--- config.mk ---
export PLATFORM = sky130hd
export DESIGN_NAME = spsdc_cell
export DESIGN_NICKNAME = d
export VERILOG_FILES = /design/src/spsdc_pkg.sv /design/src/spsdc_cell.sv
export SDC_FILE = /design/constraint.sdc
export NUM_CORES = 1
export LEC_CHECK = 0
export ABC_AREA = 1
export BUFFER_PORTS_ARGS = -buffer_cell sky130_fd_sc_hd__buf_4
export CORE_AREA = 2 2 107 109
export CTS_CLUSTER_SIZE = 14
export DETAILED_ROUTE_END_ITERATION = 7
export DIE_AREA = 0 0 109 111
export MAX_ROUTING_LAYER = met4
export PLACE_DENSITY = 0.79
export SETUP_SLACK_MARGIN = 0.3
export SKIP_LAST_GASP = 1
export SYNTH_ARGS = -nofsm -noshare
export SYNTH_HDL_FRONTEND = slang
export SYNTH_SLANG_ARGS = --single-unit
--- constraint.sdc ---
create_clock -name clock -period 4.6 [get_ports clock]
set_input_delay 0.23 -clock clock [delete_from_list [all_inputs] [get_ports clock]]
set_output_delay 0.23 -clock clock [all_outputs]
set_load 0.1 [all_outputs]
--- src/spsdc_pkg.sv ---
// Shared constants and types for the stable pair sorter.
package spsdc_pkg;

   localparam int CAPACITY = 64;   // number of sort cells, 2..64
   localparam int KEY_W    = 32;
   localparam int VAL_W    = 32;
   localparam int CNT_W    = 7;    // distinct count, holds 0..64

   // One stored pair.
   typedef struct packed {
      logic             valid;
      logic [KEY_W-1:0] key;
      logic [VAL_W-1:0] val;
   } entry_type;

   // Broadcast control from the sequencer to every cell.
   typedef struct packed {
      logic             ins;     // insert new pair
      logic             shift;   // drain: move every entry one cell toward the head
      logic [KEY_W-1:0] key;
      logic [VAL_W-1:0] val;
   } cell_ctl_type;

endpackage

--- src/spsdc_cell.sv ---
// One insertion-sort cell: holds a pair, inserts in order, shifts on drain.
module spsdc_cell (
   input  logic                     clock,
   input  logic                     reset,
   input  spsdc_pkg::cell_ctl_type  ctl,
   input  logic                     left_gt,
   input  spsdc_pkg::entry_type     left_entry,
   input  spsdc_pkg::entry_type     right_entry,
   output logic                     gt,
   output spsdc_pkg::entry_type     entry,
   output logic                     hit
);

   logic                          valid_ff, valid_in;
   logic [spsdc_pkg::KEY_W-1:0]   key_ff, key_in;
   logic [spsdc_pkg::VAL_W-1:0]   val_ff, val_in;
   logic                          hit_ff, hit_in;

   // Empty or strictly greater: new pair goes in front (equal keys stay ahead).
   assign gt = !valid_ff || (key_ff > ctl.key);

   always_comb begin
      valid_in = valid_ff;
      key_in   = key_ff;
      val_in   = val_ff;
      hit_in   = valid_ff && (key_ff == ctl.key);
      if (ctl.ins) begin
         if (gt && left_gt) begin
            valid_in = left_entry.valid;
            key_in   = left_entry.key;
            val_in   = left_entry.val;
         end else if (gt) begin
            valid_in = 1'b1;
            key_in   = ctl.key;
            val_in   = ctl.val;
         end
      end else if (ctl.shift) begin
         valid_in = right_entry.valid;
         key_in   = right_entry.key;
         val_in   = right_entry.val;
      end
   end

   always_ff @(posedge clock) begin
      if (reset) begin
         valid_ff <= 1'b0;
      end else begin
         valid_ff <= valid_in;
      end
      key_ff <= key_in;
      val_ff <= val_in;
      hit_ff <= hit_in;
   end

   assign entry.valid = valid_ff;
   assign entry.key   = key_ff;
   assign entry.val   = val_ff;
   assign hit         = hit_ff;

endmodule

Yosys cells after proc, flatten, opt, wreduce, memory -nomap -nowiden
Cells that the tools add are included.
{"block": "totals", "regBits": 66, "latchBits": 0, "mem_bits_rw": 0, "romBits": 0, "mem_count": 0}
{"block": "classes", "n_addsub": 0, "multipliers": 0, "n_div": 0, "n_lt_le_gt_ge": 1, "eq_ne": 2, "shifts": 0, "muxes": 12, "bitwise": 0, "reduce_logical": 6}
{"operator": "$mux 32", "n": 8}
{"operator": "$eq 32x32->1", "n": 1}
{"operator": "$gt 32x32->1", "n": 1}
{"operator": "$mux 1", "n": 4}
{"operator": "$ne 3x1->1 const B", "n": 1}
{"operator": "$logic_and 1x1->1", "n": 2}
{"operator": "$reduce_and 2->1", "n": 1}
{"operator": "$reduce_bool 2->1", "n": 1}
{"operator": "$logic_not 1->1", "n": 1}
{"operator": "$logic_or 1x1->1", "n": 1}

Depth between registers and ports, before layout
{"block": "depth", "ltp_word": 5, "mapped_depth": 18, "ltp_nobuf": 17}

Least setup slack after synthesis
Ideal clock, no wire load.
{"block": "synth_timing", "path_type": "flip-flop to flip-flop", "from": "register key_ff[27] (netlist bit)", "to": "register key_ff[0] (netlist bit), enable pin", "setup_time_ps": 494, "arrival_time_ps": 5713, "required_ps": 4106, "setup_slack_ps": -1606, "stages_incl_launch_ff": 11, "synth_period_minus_slack_ps": 6206, "cell_sequence": "edfxtp_1 ha_1 nand2_1 nor2_1 and2_1 and3_1 nand2_1 buf_2 a21boi_1 nand2_1 o21ai_1"}
{"block": "synth_via", "elab_chain_len": 5}
{"element": "from (decl)", "line": "spsdc_cell.sv:15", "rtl": "logic [spsdc_pkg::KEY_W-1:0] key_ff, key_in;"}
{"element": "from (signal assigned)", "line": "spsdc_cell.sv:50", "rtl": "key_ff <= key_in;"}
{"element": "$gt 32x32->1 *", "line": "spsdc_cell.sv:20", "rtl": "assign gt = !valid_ff || (key_ff > ctl.key);"}
{"element": "$logic_or 1x1->1 *", "line": "spsdc_cell.sv:20"}
{"element": "named net gt", "line": "spsdc_cell.sv:9", "rtl": "output logic gt,"}
{"element": "$logic_and 1x1->1", "line": "spsdc_cell.sv:28", "rtl": "if (gt && left_gt) begin"}
{"element": "$ne 3x1->1 (no source line) *"}
{"element": "$reduce_and 2->1 (no source line) *"}
The timed path passes the listed nets; every way through them passes the cells marked *.
A chain may end at the register's enable or synchronous reset.

Worst setup path after layout
{"block": "layout_timing", "from": "register key_ff[27] (netlist bit)", "to": "register key_ff[29] (netlist bit), enable pin"}
{"block": "layout_via", "elab_chain_len": 5}
{"element": "$gt 32x32->1 *", "line": "spsdc_cell.sv:20"}
{"element": "$logic_or 1x1->1 *", "line": "spsdc_cell.sv:20"}
{"element": "$logic_and 1x1->1", "line": "spsdc_cell.sv:28"}
{"element": "$ne 3x1->1 (no source line) *"}
{"element": "$reduce_and 2->1 (no source line) *"}
Every way passes the cells marked *; elsewhere a longest branch is shown, timed or not.

==> results.md <==
* Initial Util at 44.6%
* Mapped Nets at ~920
* VDD IR-drop max at ~0.17 mV
* Clk_skew at between 0.007 and 0.008 ns
* Post-synthesis mux area share at 0%
* Post-Synthesis Cells at 691
* Crit-path cells: ha_1 > nand2_1 > nor2_1 > and2_1 > and3_1 > nand2_2 > a21boi_2 > nand2_1 > o21ai_4 > buf_4
* Count of port buffers added during placement at about 270
* Synth Area in Compound Gates at between 1.5 and 2%
* CP Launch Type: flip-flop
* Pin slew with the least headroom to its limit at about 0.83 ns
* Post-route minimum period at roughly 3.5 ns
* Horiz. Die Dim at roughly 110 µm
* DP Area at about 0.0070 mm²
* Leading area contributor after synthesis: edfxtp_1
* Final nets at 1159
* Crit path DAT at 3.40 ns
* First-pass GRT wire length at roughly 25000 µm
* Placed cells at between 1000 and 1500
* All-Layer GR Usage at between 20% and 30%
* Static leakage at just over 4 nW
* DRT Wirelength at 15600 µm
* Die H at between 100 and 150 µm
* Outcome: completed
* Largest family of logic cells by synthesized area: simple AND/OR/NAND/NOR gates
* Util after Layout at ~65%
* Max cap viols at 0
* Critical Path Start: key_ff[27]
* Post-synthesis simple-gate area fraction at between 30 and 40%
* Slew Viols, Final at 0
* Synth area leaders: edfxtp_1, nand2_1, inv_1
* Sw Ratio at 42.3%
* GPL Wtd Cong at around 0.8
* I/O pin cnt at about 270
* Clk sinks at 66
* Setup TNS Final at 0 ns
* Core area at roughly 0.011 mm²
* Min-delay worst type: primary input to flip-flop
* Drt pass-1 iters at 7
* Post-Synth Adder-Cell Area at 8.10%
* DRT iter0 DRCs at 336
* Vias per cell at 5.05
* Worst hold margin at ~0.15 ns
* Area growth from synthesis to layout at 45.8%
* GR Overflow Total at 0
* # hold bufs at CTS at 0
* Total Power at approximately 2.4 mW
* Routed len/inst at 14.5 µm
* FF-to-FF Start: key_ff[27]
* Most frequent cell on the critical path: nand2_1
* Diodes inserted at 0
* Avg Cell Area, Syn at 7.15 µm²
* Routed via count at between 5000 and 6000
* Synthesized flop and latch total at 66
* Slew Limit Headroom at approximately 45%
* Logic pwr share at between 40% and 50%
* Crit end category: flip-flop
* Number of antenna violations at the first check in global routing at 0
* Layout cells sized above 1 at 31.1%
* Routed Antenna Nets at 0
* CTS buffer count at 9
* CTS tree: done
* Sequential share of the synthesized area at 39.7%
* Worst skew pair latency at approximately 0.32 ns
* Clk pwr share at between 20% and 30%
* Final hold viol count at 0
* Final HPWL DP at around 11000 µm
* Root Driver: clkbuf_16
* Setup Fix Bufs, Post-CTS at 0
* Final Cycle Share at roughly 75%
* Worst path slowest cell: buf_4
* Setup-failing EPs final at 0
* Largest net degree at the start of global routing at about 70
* Setup WS pre-CTS at 1.18 ns
* Non-Filler Instances at roughly 1100
* Flop pwr share at around a third
* Area of the mapped netlist at around 0.0049 mm²
* Critical path's largest stage delay at 0.65 ns
* H-tree depth at 3
* Resized cells post-CTS at 0
* DRC errors left at 0
* Xor/xnor share of the synthesized area at 0%
* Switching pwr at approximately 1 mW
* Vias in the first global route at between 5000 and 6000
* Hold_sp: right_entry[64]
* Clk slew on worst S/H paths at ~0.06 ns
* Worst Path Required at about 4.5 ns
* Top cell type's share of synthesized area at about two fifths
* Finished layout cell area at ~0.007 mm²
* Die area at between 0.01 and 0.015 mm²
* Pwr/cell area at 338 mW/mm²
* RSZ-0062 raised after global routing: false
* Site Rows at 39
* Final WS setup at 1.15 ns
* Clock Path Buffers at 2
* Crit Path Category: flip-flop to flip-flop
* YS warnings at 0
* Fmax at slightly below 300 MHz
* Yosys cell types at 26
* CP Max Fanout at 50
* Internal power at approximately 1.4 mW
==> flip-flops by register name (all words and copies together) (netlist names) <==
signal    count
valid_ff      1
hit           1
val_ff       32
key_ff       32
==> cells in the mapped netlist (all sizes together) <==
master / instances
and3: 2
ha: 32
nor2: 16
nand4: 67
a21boi: 1
clkbuf: 17
and2: 1
edfxtp: 64
buf: 26
a21o: 1
nand2: 233
inv: 141
nor4: 1
nor3: 2
o21ai: 3
a21oi: 12
dfxtp: 2
nand3: 69
clkinv: 1
==> cells by family (layout without fill, tap and decap cells) <==
family | Yosys count | after routing
buffers and inverters | 185 | 427
flip-flops | 66 | 66
AND/OR/NAND/NOR | 391 | 391
AO/OA/AOI/OAI | 17 | 17
adder cells (fa/ha/maj) | 32 | 32
==> cell type report <==
class | instances | area [µm²]
Multi-Input combinational cell | 440 | 2260
Tap cell | 143 | 179
Sequential cell | 66 | 1960
Clock buffer | 12 | 236
Timing Repair Buffer | 269 | 2020
Clock inverter | 4 | 18.8
Inverter | 142 | 533
Fill cell | 1011 | 3870
==> routing by layer <==
| metal | track usage (%) | wire length (µm) |
|---|---|---|
| met1 | 32.1 | 6180 |
| met2 | 43.5 | 7540 |
| met3 | 4.64 | 1390 |
| met4 | 10.1 | 456 |
| met5 | - | 0 |
==> final timing paths <==
kind / to / slack [ns] / depth (start not counted)
worst max register to register: key_ff[29] / 1.15 / 10
worst min register to register: hit / 0.52 / 2
worst max-delay path: key_ff[29] / 1.15 / 10
worst min-delay path: valid_ff / 0.15 / 3
==> power by group through the flow <==
stage,registers (mW),clock network [mW],logic (mW)
2_1_floorplan,1.26,0,0.286
3_3_place_gp,0.786,0,1.05
3_5_place_dp,0.791,0,1.06
4_1_cts,0.779,0.613,1.06
5_1_grt,0.786,0.638,1.12
6_report,0.778,0.600,1.06
==> cells in the final DEF, fill, tap and decap left out <==
cell	n
clkbuf_16	9
nor4_1	1
inv_1	137
o21ai_0	1
nand3_1	68
a21boi_2	1
nand2_1	231
and2_1	1
nand2_2	2
and3_1	2
o21ai_1	1
nor2_1	16
ha_1	32
buf_4	269
o21ai_4	1
a21o_1	1
nor3_1	2
edfxtp_1	64
clkbuf_1	3
clkinv_1	2
a21oi_1	12
clkinv_2	3
inv_2	4
dfxtp_1	2
nand3_4	1
nand4_1	67
==> critical path, delay by kind of cell, from the launching register on <==
| family | cells | cell delay (ns) |
|---|---|---|
| AND/OR/NAND/NOR | 6 | 1.13 |
| flip-flops | 1 | 0.41 |
| adder cells (fa/ha/maj) | 1 | 0.32 |
| buffers and inverters | 1 | 0.65 |
| AO/OA/AOI/OAI | 2 | 0.53 |
(Power assumes the default switching activity.)
